==> src/sapd_pkg.sv <==
package sapd_pkg;

  // capacity of one aggregation packet
  localparam int MAX_UNITS = 16;
  localparam int UCNT_W    = $clog2(MAX_UNITS + 1);

  localparam logic [4:0] TYPE_SPS = 5'd7;
  localparam logic [4:0] TYPE_PPS = 5'd8;

  typedef enum logic [2:0] {
    PH_HEADER,
    PH_LEN_HI,
    PH_LEN_LO,
    PH_BODY,
    PH_DISCARD
  } phase_t;

  typedef enum logic [1:0] {
    KIND_HEADER,
    KIND_LENGTH,
    KIND_PAYLOAD,
    KIND_DISCARD
  } kind_t;

  typedef enum logic [2:0] {
    ERR_NONE,
    ERR_FORBIDDEN,
    ERR_TRUNC_LENGTH,
    ERR_TRUNC_BODY,
    ERR_TOO_MANY
  } err_t;

  typedef struct packed {
    logic [7:0] data_byte;
    logic       packet_last;
  } beat_t;

  typedef struct packed {
    kind_t       kind;
    logic [7:0]  out_byte;
    logic [3:0]  unit_index;
    logic [15:0] unit_length;
    logic        unit_first;
    logic        unit_final;
    logic [4:0]  unit_type;
    logic [1:0]  ref_idc;
    logic        first_sps;
    logic        first_pps;
    logic        packet_end;
    err_t        error_code;
  } result_t;

endpackage

==> src/sapd_if.sv <==
// payload byte channel
interface sapd_byte_if;
  logic       valid;
  logic       ready;
  logic [7:0] data_byte;
  logic       packet_last;

  modport source (output valid, data_byte, packet_last, input ready);
  modport sink (input valid, data_byte, packet_last, output ready);
endinterface

// classified byte channel
interface sapd_result_if;
  logic                valid;
  logic                ready;
  sapd_pkg::kind_t     kind;
  logic [7:0]          out_byte;
  logic [3:0]          unit_index;
  logic [15:0]         unit_length;
  logic                unit_first;
  logic                unit_final;
  logic [4:0]          unit_type;
  logic [1:0]          ref_idc;
  logic                first_sps;
  logic                first_pps;
  logic                packet_end;
  sapd_pkg::err_t      error_code;

  modport source (output valid, kind, out_byte, unit_index, unit_length, unit_first,
                  unit_final, unit_type, ref_idc, first_sps, first_pps, packet_end,
                  error_code, input ready);
  modport sink (input valid, kind, out_byte, unit_index, unit_length, unit_first,
                unit_final, unit_type, ref_idc, first_sps, first_pps, packet_end,
                error_code, output ready);
endinterface

==> src/sapd_in_stage.sv <==
module sapd_in_stage (
  input  logic            clk,
  input  logic            rst,
  sapd_byte_if.sink       payload,
  input  logic            take,
  output logic            beat_valid,
  output sapd_pkg::beat_t beat
);

  // register is free when empty or being drained this cycle
  assign payload.ready = !beat_valid || take;

  // valid flag
  always_ff @(posedge clk) begin
    if (rst) begin
      beat_valid <= 1'b0;
    end else if (payload.ready) begin
      beat_valid <= payload.valid;
    end
  end

  // beat capture
  always_ff @(posedge clk) begin
    if (payload.valid && payload.ready) begin
      beat.data_byte   <= payload.data_byte;
      beat.packet_last <= payload.packet_last;
    end
  end

endmodule

==> src/sapd_parser.sv <==
module sapd_parser (
  input  logic              clk,
  input  logic              rst,
  input  logic              take,
  input  sapd_pkg::beat_t   beat,
  output sapd_pkg::result_t res
);

  sapd_pkg::phase_t             phase, phase_next;
  logic [7:0]                   length_high, length_high_next;
  logic [15:0]                  bytes_left, bytes_left_next;
  logic [15:0]                  current_length, current_length_next;
  logic [sapd_pkg::UCNT_W-1:0]  unit_count, unit_count_next;
  logic [4:0]                   current_type, current_type_next;
  logic [1:0]                   stored_nri, stored_nri_next;
  logic                         seen_sps, seen_sps_next;
  logic                         seen_pps, seen_pps_next;
  logic                         cur_sps, cur_sps_next;
  logic                         cur_pps, cur_pps_next;
  logic [sapd_pkg::UCNT_W+3:0]  count_wide;
  logic [15:0]                  new_length;
  logic [4:0]                   body_type;
  logic                         body_first;
  logic                         body_sps;
  logic                         body_pps;

  assign count_wide = {4'b0, unit_count};
  assign new_length = {length_high, beat.data_byte};
  assign body_first = (bytes_left == current_length);
  assign body_type  = body_first ? beat.data_byte[4:0] : current_type;
  assign body_sps   = body_first ? ((body_type == sapd_pkg::TYPE_SPS) && !seen_sps) : cur_sps;
  assign body_pps   = body_first ? ((body_type == sapd_pkg::TYPE_PPS) && !seen_pps) : cur_pps;

  // packet state register
  always_ff @(posedge clk) begin
    if (rst) begin
      phase          <= sapd_pkg::PH_HEADER;
      length_high    <= '0;
      bytes_left     <= '0;
      current_length <= '0;
      unit_count     <= '0;
      current_type   <= '0;
      stored_nri     <= '0;
      seen_sps       <= 1'b0;
      seen_pps       <= 1'b0;
      cur_sps        <= 1'b0;
      cur_pps        <= 1'b0;
    end else if (take) begin
      phase          <= phase_next;
      length_high    <= length_high_next;
      bytes_left     <= bytes_left_next;
      current_length <= current_length_next;
      unit_count     <= unit_count_next;
      current_type   <= current_type_next;
      stored_nri     <= stored_nri_next;
      seen_sps       <= seen_sps_next;
      seen_pps       <= seen_pps_next;
      cur_sps        <= cur_sps_next;
      cur_pps        <= cur_pps_next;
    end
  end

  // byte classification and next state
  always_comb begin
    phase_next          = phase;
    length_high_next    = length_high;
    bytes_left_next     = bytes_left;
    current_length_next = current_length;
    unit_count_next     = unit_count;
    current_type_next   = current_type;
    stored_nri_next     = stored_nri;
    seen_sps_next       = seen_sps;
    seen_pps_next       = seen_pps;
    cur_sps_next        = cur_sps;
    cur_pps_next        = cur_pps;

    res             = '0;
    res.kind        = sapd_pkg::KIND_DISCARD;
    res.out_byte    = beat.data_byte;
    res.packet_end  = beat.packet_last;
    res.error_code  = sapd_pkg::ERR_NONE;

    case (phase)
      sapd_pkg::PH_HEADER: begin
        res.kind = sapd_pkg::KIND_HEADER;
        if (beat.data_byte[7]) begin
          res.error_code = sapd_pkg::ERR_FORBIDDEN;
          phase_next     = sapd_pkg::PH_DISCARD;
        end else begin
          stored_nri_next = beat.data_byte[6:5];
          phase_next      = sapd_pkg::PH_LEN_HI;
        end
      end
      sapd_pkg::PH_LEN_HI: begin
        if (unit_count >= sapd_pkg::UCNT_W'(sapd_pkg::MAX_UNITS)) begin
          res.error_code = sapd_pkg::ERR_TOO_MANY;
          phase_next     = sapd_pkg::PH_DISCARD;
        end else begin
          res.kind         = sapd_pkg::KIND_LENGTH;
          res.unit_index   = count_wide[3:0];
          length_high_next = beat.data_byte;
          if (beat.packet_last) begin
            res.error_code = sapd_pkg::ERR_TRUNC_LENGTH;
          end
          phase_next = sapd_pkg::PH_LEN_LO;
        end
      end
      sapd_pkg::PH_LEN_LO: begin
        res.kind            = sapd_pkg::KIND_LENGTH;
        res.unit_index      = count_wide[3:0];
        res.unit_length     = new_length;
        current_length_next = new_length;
        bytes_left_next     = new_length;
        if (new_length == 16'd0) begin
          // empty unit: counted, no body
          unit_count_next = unit_count + 1'b1;
          phase_next      = sapd_pkg::PH_LEN_HI;
        end else begin
          if (beat.packet_last) begin
            res.error_code = sapd_pkg::ERR_TRUNC_BODY;
          end
          phase_next = sapd_pkg::PH_BODY;
        end
      end
      sapd_pkg::PH_BODY: begin
        res.kind        = sapd_pkg::KIND_PAYLOAD;
        res.unit_index  = count_wide[3:0];
        res.unit_length = current_length;
        res.unit_first  = body_first;
        res.unit_type   = body_type;
        res.first_sps   = body_sps;
        res.first_pps   = body_pps;
        // first body byte fixes the unit type and the first sps/pps marks
        if (body_first) begin
          current_type_next = beat.data_byte[4:0];
          cur_sps_next      = body_sps;
          cur_pps_next      = body_pps;
          seen_sps_next     = seen_sps || body_sps;
          seen_pps_next     = seen_pps || body_pps;
        end
        if (bytes_left <= 16'd1) begin
          res.unit_final  = 1'b1;
          bytes_left_next = '0;
          unit_count_next = unit_count + 1'b1;
          cur_sps_next    = 1'b0;
          cur_pps_next    = 1'b0;
          phase_next      = sapd_pkg::PH_LEN_HI;
        end else begin
          bytes_left_next = bytes_left - 16'd1;
          if (beat.packet_last) begin
            res.error_code = sapd_pkg::ERR_TRUNC_BODY;
          end
        end
      end
      default: begin
        res.kind = sapd_pkg::KIND_DISCARD;
      end
    endcase

    res.ref_idc = stored_nri_next;

    // end of packet returns everything to the header state
    if (beat.packet_last) begin
      phase_next          = sapd_pkg::PH_HEADER;
      length_high_next    = '0;
      bytes_left_next     = '0;
      current_length_next = '0;
      unit_count_next     = '0;
      current_type_next   = '0;
      stored_nri_next     = '0;
      seen_sps_next       = 1'b0;
      seen_pps_next       = 1'b0;
      cur_sps_next        = 1'b0;
      cur_pps_next        = 1'b0;
    end
  end

  // unit count stays within capacity
  assert property (@(posedge clk) disable iff (rst)
    unit_count <= sapd_pkg::UCNT_W'(sapd_pkg::MAX_UNITS))
    else $error("unit count above capacity");

  // a packet end always brings the parser back to the header
  assert property (@(posedge clk) disable iff (rst)
    take && beat.packet_last |=> phase == sapd_pkg::PH_HEADER)
    else $error("parser not at header after packet end");

  // no nri is held while waiting for a header
  assert property (@(posedge clk) disable iff (rst)
    phase == sapd_pkg::PH_HEADER |-> stored_nri == 2'd0 && unit_count == '0)
    else $error("stale packet state at header");

  // inside a body the remaining count is nonzero and within the unit length
  assert property (@(posedge clk) disable iff (rst)
    phase == sapd_pkg::PH_BODY |-> bytes_left != 16'd0 && bytes_left <= current_length)
    else $error("body byte count out of range");

endmodule

==> src/sapd_out_stage.sv <==
module sapd_out_stage (
  input  logic              clk,
  input  logic              rst,
  input  logic              load,
  input  sapd_pkg::result_t res,
  output logic              free,
  sapd_result_if.source     result
);

  sapd_pkg::result_t held;

  // register can take a new result when empty or being read out
  assign free = !result.valid || result.ready;

  // valid flag
  always_ff @(posedge clk) begin
    if (rst) begin
      result.valid <= 1'b0;
    end else if (free) begin
      result.valid <= load;
    end
  end

  // result capture
  always_ff @(posedge clk) begin
    if (load) begin
      held <= res;
    end
  end

  assign result.kind        = held.kind;
  assign result.out_byte    = held.out_byte;
  assign result.unit_index  = held.unit_index;
  assign result.unit_length = held.unit_length;
  assign result.unit_first  = held.unit_first;
  assign result.unit_final  = held.unit_final;
  assign result.unit_type   = held.unit_type;
  assign result.ref_idc     = held.ref_idc;
  assign result.first_sps   = held.first_sps;
  assign result.first_pps   = held.first_pps;
  assign result.packet_end  = held.packet_end;
  assign result.error_code  = held.error_code;

endmodule

==> src/stap_a_deaggregator_core.sv <==
// STAP-A deaggregator: splits an H.264 aggregation packet into its NAL units.
// payload: one packet byte per beat, packet_last set on the final byte.
// result: one beat per input byte classifying it as header, length, unit
//   payload or discarded, with unit index, declared length, unit type, NRI,
//   first SPS / first PPS marks, packet end and an error code.
// Errors (forbidden bit, truncated length or body, too many units) are
//   reported on the byte where they are found; the rest of that packet is
//   then reported as discarded.
// Path: a byte accepted on payload passes through two register stages
//   (input register, then result register) before it appears on result.
// Throughput: one byte per clock while result is ready; the input register
//   drains into the result register in the same cycle the parser advances.
// Reset: rst clears both stage valid flags and the packet state, so the
//   next byte accepted is taken as a STAP header.
// Stall: when result is not ready, the result register holds, the input
//   register fills and payload.ready drops; no beat is lost or repeated.
module stap_a_deaggregator_core (
  input  logic          clk,
  input  logic          rst,
  sapd_byte_if.sink     payload,
  sapd_result_if.source result
);

  logic              beat_valid;
  logic              take;
  logic              free;
  sapd_pkg::beat_t   beat;
  sapd_pkg::result_t res;

  // move a byte through the parser when the result register has room
  assign take = beat_valid && free;

  sapd_in_stage u_in_stage (
    .clk        (clk),
    .rst        (rst),
    .payload    (payload),
    .take       (take),
    .beat_valid (beat_valid),
    .beat       (beat)
  );

  sapd_parser u_parser (
    .clk  (clk),
    .rst  (rst),
    .take (take),
    .beat (beat),
    .res  (res)
  );

  sapd_out_stage u_out_stage (
    .clk    (clk),
    .rst    (rst),
    .load   (take),
    .res    (res),
    .free   (free),
    .result (result)
  );

endmodule
==> src/flat_wrapper.sv <==
// flat-port wrapper written by rule: the top's interface ports become plain ports
module stap_a_deaggregator_core_flat 
  (clk, rst, payload_valid, payload_data_byte, payload_packet_last, payload_ready, result_valid, result_kind, result_out_byte, result_unit_index, result_unit_length, result_unit_first, result_unit_final, result_unit_type, result_ref_idc, result_first_sps, result_first_pps, result_packet_end, result_error_code, result_ready);
  sapd_byte_if payload_i ();
  sapd_result_if result_i ();
  input  logic clk;
  input  logic rst;
  input wire logic [$bits(payload_i.valid)-1:0] payload_valid;
  input wire logic [$bits(payload_i.data_byte)-1:0] payload_data_byte;
  input wire logic [$bits(payload_i.packet_last)-1:0] payload_packet_last;
  output wire logic [$bits(payload_i.ready)-1:0] payload_ready;
  output wire logic [$bits(result_i.valid)-1:0] result_valid;
  output wire logic [$bits(result_i.kind)-1:0] result_kind;
  output wire logic [$bits(result_i.out_byte)-1:0] result_out_byte;
  output wire logic [$bits(result_i.unit_index)-1:0] result_unit_index;
  output wire logic [$bits(result_i.unit_length)-1:0] result_unit_length;
  output wire logic [$bits(result_i.unit_first)-1:0] result_unit_first;
  output wire logic [$bits(result_i.unit_final)-1:0] result_unit_final;
  output wire logic [$bits(result_i.unit_type)-1:0] result_unit_type;
  output wire logic [$bits(result_i.ref_idc)-1:0] result_ref_idc;
  output wire logic [$bits(result_i.first_sps)-1:0] result_first_sps;
  output wire logic [$bits(result_i.first_pps)-1:0] result_first_pps;
  output wire logic [$bits(result_i.packet_end)-1:0] result_packet_end;
  output wire logic [$bits(result_i.error_code)-1:0] result_error_code;
  input wire logic [$bits(result_i.ready)-1:0] result_ready;
  assign payload_i.valid = payload_valid;
  assign payload_i.data_byte = payload_data_byte;
  assign payload_i.packet_last = payload_packet_last;
  assign payload_ready = payload_i.ready;
  assign result_valid = result_i.valid;
  assign result_kind = result_i.kind;
  assign result_out_byte = result_i.out_byte;
  assign result_unit_index = result_i.unit_index;
  assign result_unit_length = result_i.unit_length;
  assign result_unit_first = result_i.unit_first;
  assign result_unit_final = result_i.unit_final;
  assign result_unit_type = result_i.unit_type;
  assign result_ref_idc = result_i.ref_idc;
  assign result_first_sps = result_i.first_sps;
  assign result_first_pps = result_i.first_pps;
  assign result_packet_end = result_i.packet_end;
  assign result_error_code = result_i.error_code;
  assign result_i.ready = result_ready;
  stap_a_deaggregator_core u_core (.clk(clk), .rst(rst), .payload(payload_i), .result(result_i));
endmodule
==> config.mk <==
export PLATFORM = sky130hd
export DESIGN_NAME = stap_a_deaggregator_core_flat
export DESIGN_NICKNAME = d
export VERILOG_FILES = /design/src/sapd_pkg.sv /design/src/sapd_if.sv /design/src/sapd_in_stage.sv /design/src/sapd_parser.sv /design/src/sapd_out_stage.sv /design/src/stap_a_deaggregator_core.sv /design/src/flat_wrapper.sv
export SDC_FILE = /design/constraint.sdc
export NUM_CORES = 1
export LEC_CHECK = 0
export ABC_AREA = 1
export CAP_MARGIN = 0
export CORE_MARGIN = 2
export CORE_UTILIZATION = 30
export DETAILED_ROUTE_END_ITERATION = 6
export DONT_BUFFER_PORTS = 1
export PLACE_DENSITY = 0.46
export SYNTH_ARGS = -nofsm -noshare
export SYNTH_HDL_FRONTEND = slang
export SYNTH_SLANG_ARGS = --single-unit
==> constraint.sdc <==
create_clock -name clk -period 3.37 [get_ports clk]
set_clock_uncertainty 0.2 [all_clocks]
set_input_delay 0.674 -clock clk [delete_from_list [all_inputs] [get_ports clk]]
set_output_delay 0.674 -clock clk [all_outputs]
set_load 0.03 [all_outputs]
======== Yosys cells after proc, flatten, opt, wreduce, memory -nomap -nowiden ========
Cells that the tools add are included.
cells by class
  add/sub/neg operators ................... 2
  order comparisons ....................... 2
  equal/unequal tests ..................... 9
  multiplexer cells ....................... 53
  reduce and logical (&&, ||, !) cells .... 30
operators with widths
  cell                                                   count
  2-to-1 mux 16 bit                                      4
  case mux 16 bit (2 select lines)                       2
  2-to-1 mux 5 bit                                       6
  2-to-1 mux 8 bit                                       3
  case mux 3 bit (4 select lines)                        2
  2-to-1 mux 3 bit                                       7
  2-to-1 mux 1 bit                                       18
  == test 16 bit                                         1
  <= comparator 16 x 1 -> 1 bit, second input constant   1
  zero test 16 bit                                       1
  subtractor 16 x 1 -> 16 bit, second input constant     1
  2-to-1 mux 2 bit                                       7
  AND reduction 3 bit                                    4
  case mux 5 bit (2 select lines)                        1
  case mux 2 bit (4 select lines)                        1
  case mux 4 bit (2 select lines)                        1
  nonzero test 2 bit                                     4
  == test 3 x 2 -> 1 bit, second input constant          2
  inequality test 3 x 2 -> 1 bit, second input constant  2
  AND reduction 2 bit                                    3
  nonzero test 3 bit                                     2
  adder 5 x 1 -> 5 bit, second input constant            1
  == test 5 x 3 -> 1 bit, second input constant          1
  == test 5 x 4 -> 1 bit, second input constant          1
  11 further kinds                                       20
storage, ports and cells
  flip-flop bits (word level) ............. 115
  bits of input ports ..................... 13
  output and inout port bits .............. 47
  logic and storage cells ................. 123

======== Logic depth before layout (Yosys ltp) ========
  depth after elaboration ................. 9
  depth in mapped cells ................... 15
  depth with buffers taken out ............ 14

======== Modules after synthesis ========
From an unflattened synthesis, not the netlist that was laid out.
second synthesis, totals
  cell total of the unflattened synthesis .. 657
  area, all modules ....................... 5405.2 µm²
by module, submodules not included
  module                    times used  cells each  area an instance (µm²)  seq. area each (µm²)
  sapd_parser               1           590         3686.0                  1181.1
  sapd_out_stage            1           50          1393.8                  1371.3
  sapd_in_stage             1           15          317.8                   290.3
  stap_a_deaggregator_core  1           2           7.5                     0.0

======== Least setup slack after synthesis ========
No wires, ideal clock.
  path kind ............................... input to register
  from .................................... input result_ready
  to ...................................... register u_core.u_parser.unit_count[0] (netlist bit)
  library setup time ...................... 0.115 ns
  data arrival time ....................... 2.284 ns
  data required time ...................... 3.055 ns
  slack ................................... 0.771 ns
  cell stages on the path ................. 11
  path buffers ............................ 0
  path through ............................ inv_1 nand2_1 nand2_1 inv_2 nand2_1 o21ai_2 inv_2 nor2_4 inv_2 a21oi_1 nor2_1
on the way
  word-level cells in the longest chain between the ends .. 3
ends and longest elaborated chain
  what                           RTL line                        source
  start: declaration             flat_wrapper.sv:25              input wire logic [$bits(result_i.ready)-1:0] result_ready;
  logical OR 1 bit               sapd_out_stage.sv:13            assign free = !result.valid || result.ready;
  logical AND 1 bit              stap_a_deaggregator_core.sv:31  assign take = beat_valid && free;
  net u_core.take                stap_a_deaggregator_core.sv:25  logic take;
  AND reduction 4 bit (no line)  n/a
  end signal: assignment         sapd_parser.sv:53               unit_count <= unit_count_next;
  end: declaration               sapd_parser.sv:13               logic [sapd_pkg::UCNT_W-1:0] unit_count, unit_count_next;
The timed path passes the listed nets, and every way through them passes these cells.
A chain may end at the register's enable or synchronous reset.

======== Worst setup path after layout ========
  from .................................... register u_core.u_parser.bytes_left[11]
  to ...................................... register u_core.u_out_stage.held (netlist bit u_core.u_out_stage.result.first_sps), data pin
on the way
  word-level cells in the longest chain between the ends .. 5
ends and longest elaborated chain
  what                      RTL line              source
  start: declaration        sapd_parser.sv:11     logic [15:0] bytes_left, bytes_left_next;
  start signal: assignment  sapd_parser.sv:51     bytes_left <= bytes_left_next;
  == test 16 bit (*)        sapd_parser.sv:29     assign body_first = (bytes_left == current_length);
  2-to-1 mux 5 bit          n/a
  == test 5 x 3 -> 1 bit    sapd_parser.sv:31     assign body_sps = body_first ? ((body_type == sapd_pkg::TYPE_SPS) && !seen_sps) : cur_sps;
  logical AND 1 bit         sapd_parser.sv:31
  2-to-1 mux 1 bit (*)      sapd_parser.sv:31
  end signal: assignment    sapd_out_stage.sv:27  held <= res;
  end: declaration          sapd_out_stage.sv:10  sapd_pkg::result_t held;
Every way passes the cells marked *; elsewhere a longest branch is shown, timed or not.

==> impl_results.md <==
* Status: finished clean
* Largest net degree at the start of global routing at 57
* Area Overhead vs Synth at 15.0%
* NumNets Final at 676
* Std cell rows at 49
* Vias in the first global route at 4,402
* VDD IR max at 0.000372 V
* GR peak layer: met2
* Ys Warns at 0
* Ratio of cells with drive above 1 in the final layout at 0.134
* Routed wire length at 15,200 um
* Post-Layout Cell Count at 901
* Primary FF master, synth: dfxtp_1
* Remaining routing DRC violations at 0
* Post-synthesis register bit count at 115
* Initial antenna violation count at 0
* HP Class: input port to flip-flop
* Register Area at 0.00284 mm^2
* Worst setup EP type: flip-flop
* TritonCTS Sinks at 115
* Setup violations, final at 0
* Placed insts at 869
* DIE AREA at ~0.019 mm^2
* Count of cell types in the netlist at 37
* H-tree levels at 4
* Post-CTS Setup Bufs at 0
* Worst-Skew Late Latency at 0.42 ns
* GRT overflow at 0
* CTS tree: done
* Number of synthesized flops with an enable pin at between 50 and 60
* Area of the multi-input gates at around 0.0022 mm^2
* Number of gates resized after cts at 0
* Synth top area cells: edfxtp_1 (30%), dfxtp_1 (23%), nand2_1 (12%), a21oi_1 (5.7%), nand3_1 (4.0%)
* Antenna viol nets, final at 0
* Worst-Margin Slew at between 0.7 and 0.8 ns
* Met3 Resource Use GR at 0.0450
* Met2 Use GR at 0.244
* Mapped Area at around 0.0054 mm^2
* Post-CTS Hold Buffers at 0
* Critical path data arrival time at about 2.3 ns
* Boundary Pins at 60
* GPL Wtd Cong at 0.851
* Final hold viol count at 0
* Initial core utilization at 0.303
* Synth async-reset ratio at 0
* Fillcell total at 1,815
* Path type of the worst setup path: flip-flop to flip-flop
* Die Wd at 138 um
* WP data required at 3.32 ns
* Final Cell Area at 0.00622 mm^2
* Port buffer count at 0
* Max transition margin at 0.533
* Die Y at 138 um
* Clock transition at the registers of the reported paths at 0.06 ns
* Avg Cell Area, Syn at 8.24 um^2
* Dominant cell type by area after synthesis: edfxtp_1
* Cell count after synthesis at 656
* Hpwl dp at between 10,000 and 15,000 um
* Diode count at 0
* WL/cell at 16.9 um
* Power Dens Cells at 571 mW/mm^2
* Crit path max fanout at 13
* Net Count, Synth at 673
* RSZ-0062 raised after global routing: no
* DRT Pass-1 Iters at 5
* Total power draw at 3.55 mW
* Startpoint types: flip-flop
* Leakage power at 2.32 nW
* Max_cap viols at 0
* Final worst-path cycle share at 0.701
* DRT iter0 DRCs at 298
* Synth top area share at 0.300
* F_max at about 420 MHz
* Global-route wire length before repair at approximately 24,000 um
* Final min period at 2.36 ns
* Global routing met1 resource utilization at 0.224
* Final TNS setup at 0 ns
* Clk Tree Root Cell: clkbuf_16
* Placed instance area at 0.00565 mm^2
* Total global routing track utilization at 0.163
* Core area at 0.0178 mm^2
* Slew Viols, Final at 0
* TritonCTS Buffers at 17
* Via density at between 5 and 6
* Sequential area share after synthesis at 0.526
* Vias at 4,507
* Longest Clk Path Bufs at 2
-- kinds of logic after synthesis --
logic type / after synthesis / share of synthesized area
buffers and inverters: 105 / 0.0753
xor gates and xnor gates: 15 / 0.0243
AOI/OAI and AO/OA: 120 / 0.125
adders and majority gates: 4 / 0.00926
and+or+nand+nor: 297 / 0.240
DFF: 115 / 0.526
-- stage by stage --
stage	util	hold WS [ns]	setup slack, ns
after floorplan	-	0.224	0.771
after global placement	0.317	0.251	0.947
after detailed placement	0.317	0.258	0.893
after CTS	0.348	0.0976	1.02
after global routing	0.348	0.105	0.865
final	0.348	0.112	1.01
-- layout make-up --
| cell class | count | share of cell area |
|---|---|---|
| sequential | 115 | 0.457 |
| multi-input combinational | 436 | 0.347 |
| clock buffer | 17 | 0.0684 |
| inverter | 81 | 0.0489 |
| tap | 229 | 0.0461 |
| clock inverter | 15 | 0.0223 |
| timing repair buffer | 8 | 0.00966 |
-- Yosys cell counts (3+ instances only) --
master and instances:
a21oi_1 62, nor3_1 6, nor4_1 3, dfxtp_1 61, inv_2 24, nor2_4 3
nand2_1 173, xor2_1 13, inv_1 57, nor2_1 45, nand2_2 5, o21ai_1 7
buf_2 4, edfxtp_1 54, a21oi_2 3, nand3_1 43, o22ai_1 30, nand4_1 7
o21ai_0 9, nor2_2 7, clkbuf_1 17, ha_1 4
-- power by group --
group          switching, mW  internal [mW]
combinational          0.173         0.0675
clock                  0.684           1.01
sequential            0.0959           1.52
total                  0.953           2.60
-- layout by cell type, fill, tap and decap left out, types with 8 or more instances in the layout --
cell	n
xor2_1	13
dfxtp_1	61
inv_2	24
edfxtp_1	54
inv_1	57
clkinv_4	9
o22ai_1	30
nor2_1	45
a21oi_1	62
nand3_1	43
nand2_1	173
buf_4	8
o21ai_0	9
clkbuf_16	17
-- state kept, by name, summed over array words and instances (netlist names), 2 cells and up --
name                                   count
u_core.u_in_stage.beat                     9
u_core.u_out_stage.result.error_code       3
u_core.u_out_stage.result.kind             2
u_core.u_out_stage.result.out_byte         8
u_core.u_out_stage.result.ref_idc          2
u_core.u_out_stage.result.unit_index       4
u_core.u_out_stage.result.unit_length     16
u_core.u_out_stage.result.unit_type        5
u_core.u_parser.bytes_left                16
u_core.u_parser.current_length            16
u_core.u_parser.current_type               5
u_core.u_parser.length_high                8
u_core.u_parser.phase                      3
u_core.u_parser.stored_nri                 2
u_core.u_parser.unit_count                 5
-- final timing paths --
path | from | endpoint | slack, ns | cells past startpoint
setup / recovery | u_core.u_parser.bytes_left[11] | u_core.u_out_stage.result.first_sps | 1.01 | 11
hold / removal | rst | u_core.u_parser.unit_count[3] | 0.11 | 1
setup reg to reg | u_core.u_parser.bytes_left[11] | u_core.u_out_stage.result.first_sps | 1.01 | 11
hold reg to reg | u_core.u_parser.stored_nri[0] | u_core.u_parser.stored_nri[0] | 0.26 | 2
-- per-layer routing --
| metal | vias up | wire [um] |
|---|---|---|
| met3 | 22 | 843 |
| met2 | 140 | 6850 |
| met1 | 2168 | 7280 |
| met5 | - | 0 |
| li1 | 2177 | - |
| met4 | 0 | 268 |
-- worst max-delay path, stage by stage, from the launching register on --
cell and delay (ns):
dfxtp_1 0.46, inv_2 0.06, nand2_1 0.06, nand2_1 0.05, nor2_1 0.12, nand2_1 0.16, nor2_4 0.28, nand2_4 0.17
o21ai_1 0.26, inv_2 0.07, nand3_1 0.11, a21oi_1 0.09
Note: power is estimated with default switching activity, not from simulation.
